[src/hw/rtl/brr_pkg.sv]
`timescale 1ns / 1ps
// ----------------------------------------------------------------------------
// Bounded random rejection package
// Widths, register indexes and shared types for the bounded random mapper.
// ----------------------------------------------------------------------------
package brr_pkg;

   localparam int WORD_W    = 32;
   localparam int PROD_W    = 2 * WORD_W;
   localparam int CSR_IDX_W = 1;
   localparam int DIV_CNT_W = $clog2(WORD_W);

   typedef enum logic [CSR_IDX_W-1:0] {
      CSR_RANGE_LOW  = 1'b0,
      CSR_RANGE_HIGH = 1'b1
   } csr_reg_type;

endpackage

[src/hw/rtl/brr_if.sv]
`timescale 1ns / 1ps
// ----------------------------------------------------------------------------
// Bounded random rejection channel interfaces
// Valid/ready channels for entropy words in and bounded values out.
// ----------------------------------------------------------------------------
interface brr_req_if;
   logic                      valid;
   logic                      ready;
   logic [brr_pkg::WORD_W-1:0] entropy_word;

   modport source (output valid, output entropy_word, input ready);
   modport sink   (input valid, input entropy_word, output ready);
endinterface

interface brr_rsp_if;
   logic                      valid;
   logic                      ready;
   logic [brr_pkg::WORD_W-1:0] bounded_value;

   modport source (output valid, output bounded_value, input ready);
   modport sink   (input valid, input bounded_value, output ready);
endinterface

[src/hw/rtl/bounded_random_rejection.sv]
`timescale 1ns / 1ps
// ----------------------------------------------------------------------------
// Bounded random rejection
// Maps raw 32-bit random words without bias into [lower, upper).
// ----------------------------------------------------------------------------
// The block takes one entropy word per cycle unless the result side stalls
// or the threshold divider is busy, and either presents a bounded value or
// drops the word as rejected; nothing is returned for a rejected word. The
// three stages are an input register, a 32 x 32 bit multiply by the range,
// and the rejection compare with the add of the lower bound. Every register
// write restarts the rejection threshold calculation, (2^32 - range) mod
// range, on a shift-and-subtract divider that resolves one bit per cycle;
// while it runs req_chan.ready stays low. With the lower bound at or above
// the upper bound every word yields the lower bound.
// ----------------------------------------------------------------------------
module bounded_random_rejection (
   input  logic                          clock,
   input  logic                          reset,
   brr_req_if.sink                       req_chan,
   brr_rsp_if.source                     rsp_chan,
   input  logic                          csr_we,
   input  logic [brr_pkg::CSR_IDX_W-1:0] csr_index,
   input  logic [brr_pkg::WORD_W-1:0]    csr_wdata
);

   localparam int W = brr_pkg::WORD_W;
   localparam logic [brr_pkg::DIV_CNT_W-1:0] DIV_LAST = brr_pkg::DIV_CNT_W'(W - 1);

   // Configuration registers and derived values
   logic [W-1:0] lower_ff, lower_in;
   logic [W-1:0] upper_ff, upper_in;
   logic [W-1:0] range_ff, range_in;
   logic         empty_ff, empty_in;

   // Threshold divider
   logic                          div_load_ff, div_load_in;
   logic                          div_busy_ff, div_busy_in;
   logic [brr_pkg::DIV_CNT_W-1:0] div_cnt_ff, div_cnt_in;
   logic [W-1:0]                  div_num_ff, div_num_in;
   logic [W-1:0]                  rem_ff, rem_in;
   logic [W:0]                    rem_shift;
   logic [W:0]                    rem_sub;
   logic [W-1:0]                  rem_step;

   // Pipeline
   logic                       s1_valid_ff, s1_valid_in;
   logic [W-1:0]               s1_word_ff, s1_word_in;
   logic                       s2_valid_ff, s2_valid_in;
   logic [brr_pkg::PROD_W-1:0] s2_prod_ff, s2_prod_in;
   logic                       s3_valid_ff, s3_valid_in;
   logic [W-1:0]               s3_value_ff, s3_value_in;
   logic                       s1_ready, s2_ready, s3_ready;
   logic                       req_fire;
   logic                       keep;
   logic [W-1:0]               prod_low, prod_high;

   // ---------------------------------------------------------------- config
   always_comb begin
      lower_in = lower_ff;
      upper_in = upper_ff;
      if (csr_we) begin
         unique case (brr_pkg::csr_reg_type'(csr_index))
            brr_pkg::CSR_RANGE_LOW:  lower_in = csr_wdata;
            brr_pkg::CSR_RANGE_HIGH: upper_in = csr_wdata;
            default: ;
         endcase
      end
   end

   always_ff @(posedge clock) begin
      if (reset) begin
         lower_ff <= '0;
         upper_ff <= '0;
      end else begin
         lower_ff <= lower_in;
         upper_ff <= upper_in;
      end
   end

   // --------------------------------------------------------------- divider
   // Restoring division, one quotient bit per cycle; only the remainder is kept.
   always_comb begin
      rem_shift = {rem_ff, div_num_ff[W-1]};
      rem_sub   = rem_shift - {1'b0, range_ff};
      rem_step  = rem_sub[W] ? rem_shift[W-1:0] : rem_sub[W-1:0];
   end

   always_comb begin
      div_load_in = csr_we;
      div_busy_in = div_busy_ff;
      range_in    = range_ff;
      empty_in    = empty_ff;
      div_num_in  = div_num_ff;
      rem_in      = rem_ff;
      div_cnt_in  = div_cnt_ff;
      if (csr_we) begin
         div_busy_in = 1'b1;
      end else if (div_busy_ff && !div_load_ff && div_cnt_ff == DIV_LAST) begin
         div_busy_in = 1'b0;
      end
      if (div_load_ff) begin
         // The dividend 2^32 - range is lower - upper taken modulo 2^32.
         range_in   = upper_ff - lower_ff;
         empty_in   = lower_ff >= upper_ff;
         div_num_in = lower_ff - upper_ff;
         rem_in     = '0;
         div_cnt_in = '0;
      end else if (div_busy_ff) begin
         div_num_in = {div_num_ff[W-2:0], 1'b0};
         rem_in     = rem_step;
         div_cnt_in = div_cnt_ff + 1'b1;
      end
   end

   always_ff @(posedge clock) begin
      if (reset) begin
         div_load_ff <= 1'b0;
         div_busy_ff <= 1'b0;
         empty_ff    <= 1'b1;
      end else begin
         div_load_ff <= div_load_in;
         div_busy_ff <= div_busy_in;
         empty_ff    <= empty_in;
      end
   end

   always_ff @(posedge clock) begin
      range_ff   <= range_in;
      div_num_ff <= div_num_in;
      rem_ff     <= rem_in;
      div_cnt_ff <= div_cnt_in;
   end

   // -------------------------------------------------------------- pipeline
   assign s3_ready       = !s3_valid_ff || rsp_chan.ready;
   assign s2_ready       = !s2_valid_ff || s3_ready;
   assign s1_ready       = !s1_valid_ff || s2_ready;
   assign req_chan.ready = s1_ready && !div_busy_ff;
   assign req_fire       = req_chan.valid && req_chan.ready;

   assign prod_low  = s2_prod_ff[W-1:0];
   assign prod_high = s2_prod_ff[brr_pkg::PROD_W-1:W];
   // The threshold is always below the range, so one compare decides.
   assign keep      = empty_ff || (prod_low >= rem_ff);

   always_comb begin
      s1_valid_in = s1_valid_ff;
      s1_word_in  = s1_word_ff;
      s2_valid_in = s2_valid_ff;
      s2_prod_in  = s2_prod_ff;
      s3_valid_in = s3_valid_ff;
      s3_value_in = s3_value_ff;
      if (s1_ready) begin
         s1_valid_in = req_fire;
         s1_word_in  = req_chan.entropy_word;
      end
      if (s2_ready) begin
         s2_valid_in = s1_valid_ff;
         s2_prod_in  = brr_pkg::PROD_W'(s1_word_ff) * brr_pkg::PROD_W'(range_ff);
      end
      if (s3_ready) begin
         // A rejected word simply leaves a bubble behind.
         s3_valid_in = s2_valid_ff && keep;
         s3_value_in = empty_ff ? lower_ff : prod_high + lower_ff;
      end
   end

   always_ff @(posedge clock) begin
      if (reset) begin
         s1_valid_ff <= 1'b0;
         s2_valid_ff <= 1'b0;
         s3_valid_ff <= 1'b0;
      end else begin
         s1_valid_ff <= s1_valid_in;
         s2_valid_ff <= s2_valid_in;
         s3_valid_ff <= s3_valid_in;
      end
   end

   always_ff @(posedge clock) begin
      s1_word_ff  <= s1_word_in;
      s2_prod_ff  <= s2_prod_in;
      s3_value_ff <= s3_value_in;
   end

   assign rsp_chan.valid         = s3_valid_ff;
   assign rsp_chan.bounded_value = s3_value_ff;

endmodule

[src/flat_wrapper.sv]
// flat-port wrapper written by rule: the top's interface ports become plain ports
module bounded_random_rejection_flat 
  (clock, reset, csr_we, csr_index, csr_wdata, req_chan_valid, req_chan_entropy_word, req_chan_ready, rsp_chan_valid, rsp_chan_bounded_value, rsp_chan_ready);
  brr_req_if req_chan_i ();
  brr_rsp_if rsp_chan_i ();
  input  logic clock;
  input  logic reset;
  input  logic csr_we;
  input  logic [brr_pkg::CSR_IDX_W-1:0] csr_index;
  input  logic [brr_pkg::WORD_W-1:0] csr_wdata;
  input wire logic [$bits(req_chan_i.valid)-1:0] req_chan_valid;
  input wire logic [$bits(req_chan_i.entropy_word)-1:0] req_chan_entropy_word;
  output wire logic [$bits(req_chan_i.ready)-1:0] req_chan_ready;
  output wire logic [$bits(rsp_chan_i.valid)-1:0] rsp_chan_valid;
  output wire logic [$bits(rsp_chan_i.bounded_value)-1:0] rsp_chan_bounded_value;
  input wire logic [$bits(rsp_chan_i.ready)-1:0] rsp_chan_ready;
  assign req_chan_i.valid = req_chan_valid;
  assign req_chan_i.entropy_word = req_chan_entropy_word;
  assign req_chan_ready = req_chan_i.ready;
  assign rsp_chan_valid = rsp_chan_i.valid;
  assign rsp_chan_bounded_value = rsp_chan_i.bounded_value;
  assign rsp_chan_i.ready = rsp_chan_ready;
  bounded_random_rejection u_core (.clock(clock), .reset(reset), .req_chan(req_chan_i), .rsp_chan(rsp_chan_i), .csr_we(csr_we), .csr_index(csr_index), .csr_wdata(csr_wdata));
endmodule
[config.mk]
export PLATFORM = sky130hd
export DESIGN_NAME = bounded_random_rejection_flat
export DESIGN_NICKNAME = d
export VERILOG_FILES = /design/src/hw/rtl/brr_pkg.sv /design/src/hw/rtl/brr_if.sv /design/src/hw/rtl/bounded_random_rejection.sv /design/src/flat_wrapper.sv
export SDC_FILE = /design/constraint.sdc
export NUM_CORES = 2
export LEC_CHECK = 0
export ABC_AREA = 1
export BUFFER_PORTS_ARGS = -buffer_cell sky130_fd_sc_hd__buf_4
export CAP_MARGIN = 20
export CORE_ASPECT_RATIO = 1.2
export CORE_MARGIN = 2
export CORE_UTILIZATION = 60
export CTS_CLUSTER_DIAMETER = 120
export DETAILED_ROUTE_END_ITERATION = 16
export HOLD_SLACK_MARGIN = 0.02
export PLACE_DENSITY = 0.89
export SETUP_SLACK_MARGIN = 0.15
export SLEW_MARGIN = 10
export SYNTH_ARGS = -nofsm -noshare
export SYNTH_HDL_FRONTEND = slang
export SYNTH_SLANG_ARGS = --single-unit
export TNS_END_PERCENT = 10
[constraint.sdc]
create_clock -name clock -period 6 [get_ports clock]
set_clock_uncertainty 0.1 [all_clocks]
set_input_delay 1.2 -clock clock [delete_from_list [all_inputs] [get_ports clock]]
set_output_delay 1.2 -clock clock [all_outputs]
set_load 0.1 [all_outputs]
==> summary.txt <==
status = complete, but fails checks
failing checks = setup timing
initial antenna violation count = 8
Hold Buf Count CTS = 0
Cells after Synth = 7173
slowest cell on the critical path = fa_2
number of max-cap violations = 0
Die Wd = 278 um
Tmin final = 7.35 ns
H-tree level count = 2
Hold WS = 0.358 ns
vias per cell = 5.78
synth warn = 0
reg2reg path depth = 22
CP bufs+invs = 6
worst-skew pair later-pin latency = 0.63 ns
Setup crit end kind = flop
clock transition at the registers of the reported paths = 0.06 ns
Max Clock Freq = 136 MHz
Synth Net Count = 8566
HPWL after detailed placement = 156 mm
min-delay src = u_core.s1_valid_ff$_SDFFE_PP0N_
Tcrit/Tclk final = 123%
Layout Cells excl Fill = 8732
post-route cell area = 62900 um2
FF-to-FF setup slack = -1.35 ns
total track usage = 42.1%
Layout fillers = 6438
reg-to-reg startpoint = u_core.s1_word_ff[14]$_DFFE_PN_
worst slack, placed = -1.33 ns
CTS root buf = clkbuf_16
Setup Viol. Count Final = 54
slew margin rel. = 29.9%
worst setup margin = -1.35 ns
Remaining Overflow, GRT = 0
CORE AREA = 89300 um2
CP Depth = 22
critical path type = reg2reg
layout overhead on the synthesized area = 16.1%
delay-heaviest family, CP = adder cells
placed inst area = 60000 um2
Via Count = 50.5k
post-synthesis cell area = 54200 um2
slowest stage delay, CP = 0.77 ns
CP Launch Point = u_core.s1_word_ff[14]$_DFFE_PN_
CTS tree = built
global-route wire length before repair = 296 mm
Syn Area/Cell = 7.56 um2
Placed Instances = 8623
post-synthesis sequential area ratio = 14.6%
#FFs+latches synth = 299
row count = 120
Hold Fails Final Rpt = 0
Max Buffers Root-to-Sink = 3
antenna-violating nets left = 0
Slew Viols, Final = 0
Final Routed Wirelength = 195 mm
Main synth FF type = edfxtp_1
1st-iter DRT viols = 5080
Starting Density = 60.7%
worst path cell trace = buf_12 -> buf_4 -> nand2_2 -> inv_2 -> fa_2 -> fa_2 -> inv_2 -> fa_1 -> inv_2 -> fa_2 -> fa_1 -> fa_2 -> fa_2 -> fa_2 -> ha_4 -> a21oi_4 -> o21ai_1 -> a21oi_1 -> o21bai_1 -> inv_1 -> nand3_1 -> xor2_2
RSZ-0062 raised after global routing = true
RR Endpoint = u_core.s2_prod_ff[40]$_DFFE_PP_
worst min-delay path category = reg2reg
I/O Pins = 104
share of cells above drive strength 1 = 13.3%
Post-synth EDFFs = 192
DRC violations left = 0
Die Area = 92800 um2
Clock Sink Count = 299
DRT Pass-1 Iters = 9
worst path arrival time = 7.61 ns
CP most frequent cell = fa_2
Required @ worst endpoint = 6.26 ns
worst slew pin tran = 1.05 ns
number of global-route vias before repair = 54.0k
nets@finish = 8931
largest net degree at the start of global routing = 66
Routability Congestion = 1.03
Routed wire per std cell = 22.4 um
CP endpoint = u_core.s2_prod_ff[40]$_DFFE_PP_
total CTS buffers = 40
Unique masters post-synth = 41
IO buf count = 103
die height = 333 um
CP Launch Type = flop
worst-path fanout max = 7
share of synthesized registers carrying an async set or reset = 0%
[per-layer routing]
| layer | wire [um] | share of wire (%) | track usage [%] |
|---|---|---|---|
| met5 | 75 | 0.038 | 0 |
| met4 | 21000 | 11 | 35.4 |
| met3 | 19400 | 9.9 | 9.35 |
| met2 | 93600 | 48 | 71.6 |
| met1 | 61300 | 31 | 44.6 |
[state kept, by name, summed over array words and instances, names as in the netlist, 5 cells and up]
| register | cells |
|---|---|
| u_core.upper_ff | 32 |
| u_core.rsp_chan.bounded_value | 32 |
| u_core.s1_word_ff | 32 |
| u_core.range_ff | 32 |
| u_core.div_cnt_ff | 5 |
| u_core.lower_ff | 32 |
| u_core.div_num_ff | 32 |
| u_core.s2_prod_ff | 64 |
| u_core.rem_ff | 32 |
[synthesized netlist by cell type (13+ instances only)]
library cell  count  area share [%]
dfxtp_1         107             4.0
inv_1          1882              13
nand3_1         176             1.6
edfxtp_1        192              11
nand2_1        1973              14
clkbuf_1        260             1.8
nand4_1          28            0.32
a21oi_1         329             3.0
nand3b_1         20            0.28
o21a_1           13            0.18
nor2_1          324             2.2
o21bai_1         25            0.35
xor2_1           76             1.2
ha_1            423             9.8
xnor2_1          33            0.53
nor3_1           31            0.29
o21ai_1          17            0.16
or2_2            13            0.15
o21ai_0         258             2.4
fa_1            900              33
[worst min-delay path: stages (launching register included)]
cell,delay [ns]
dfxtp_1,0.31
inv_1,0.05
a21oi_1,0.05
[cells by family after synthesis]
logic type	synth area share [%]
and+or+nand+nor	19.0
buffers and inverters	15.1
xor gates and xnor gates	1.76
DFF	14.6
AOI/OAI and AO/OA	6.48
adders and majority gates	43.0
[through the flow]
stage,utilization (%),setup TNS [ns]
final,70.4,-54.89
after global routing,70.4,-65.02
after CTS,69.9,-40.21
after detailed placement,67.2,-49.37
after global placement,67.2,-42.53
after floorplan,-,-10.74
[worst min path at each step]
stage | to | slack [ns] | cells past startpoint
detailed placement | u_core.s2_valid_ff$_SDFFE_PP0P_ | 0.36 | 2
global route | u_core.rem_ff[23]$_SDFFE_PP0P_ | 0.39 | 2
global placement | u_core.s2_valid_ff$_SDFFE_PP0P_ | 0.34 | 2
floorplan | u_core.s2_valid_ff$_SDFFE_PP0P_ | 0.32 | 2
finish | u_core.s2_valid_ff$_SDFFE_PP0P_ | 0.36 | 2
CTS | u_core.s2_valid_ff$_SDFFE_PP0P_ | 0.36 | 2
[layout make-up]
class / instances / area [um2] / area share [%]
flip-flops and latches: 299 / 7910 / 12.6
clock inverters: 30 / 314 / 0.499
inverters: 1886 / 7080 / 11.3
well taps: 1159 / 1450 / 2.30
clock buffers: 43 / 1040 / 1.66
repair buffers: 607 / 5610 / 8.92
multi-input cells: 4704 / 39500 / 62.8
diodes: 4 / 10.0 / 0.0159
[cells in the final DEF (no fill, tap or decap), types with 35 or more instances in the layout]
cell | synthesis | layout
nand2_1 | 1973 | 1939
inv_1 | 1882 | 1855
fa_1 | 900 | 853
buf_4 | 3 | 515
ha_1 | 423 | 392
a21oi_1 | 329 | 284
nor2_1 | 324 | 258
o21ai_0 | 258 | 226
edfxtp_1 | 192 | 192
nand3_1 | 176 | 164
dfxtp_1 | 107 | 106
buf_12 | 0 | 74
xor2_1 | 76 | 69
nor2_2 | 4 | 48
fa_2 | 0 | 47
clkbuf_16 | 0 | 42
nand2_2 | 8 | 35
[repair_timing]
action | CTS | global route
pin swaps | 89 | 57
resized for setup | 245 | 101
buffers inserted | 17 | 11
hold endpoints to repair | 0 | 0
endpoints found under the setup margin | 54 | 55
gates cloned | 3 | 1
Power is not shown: default switching activity piles up to over one toggle a cycle in this logic, so the estimate is an artifact.
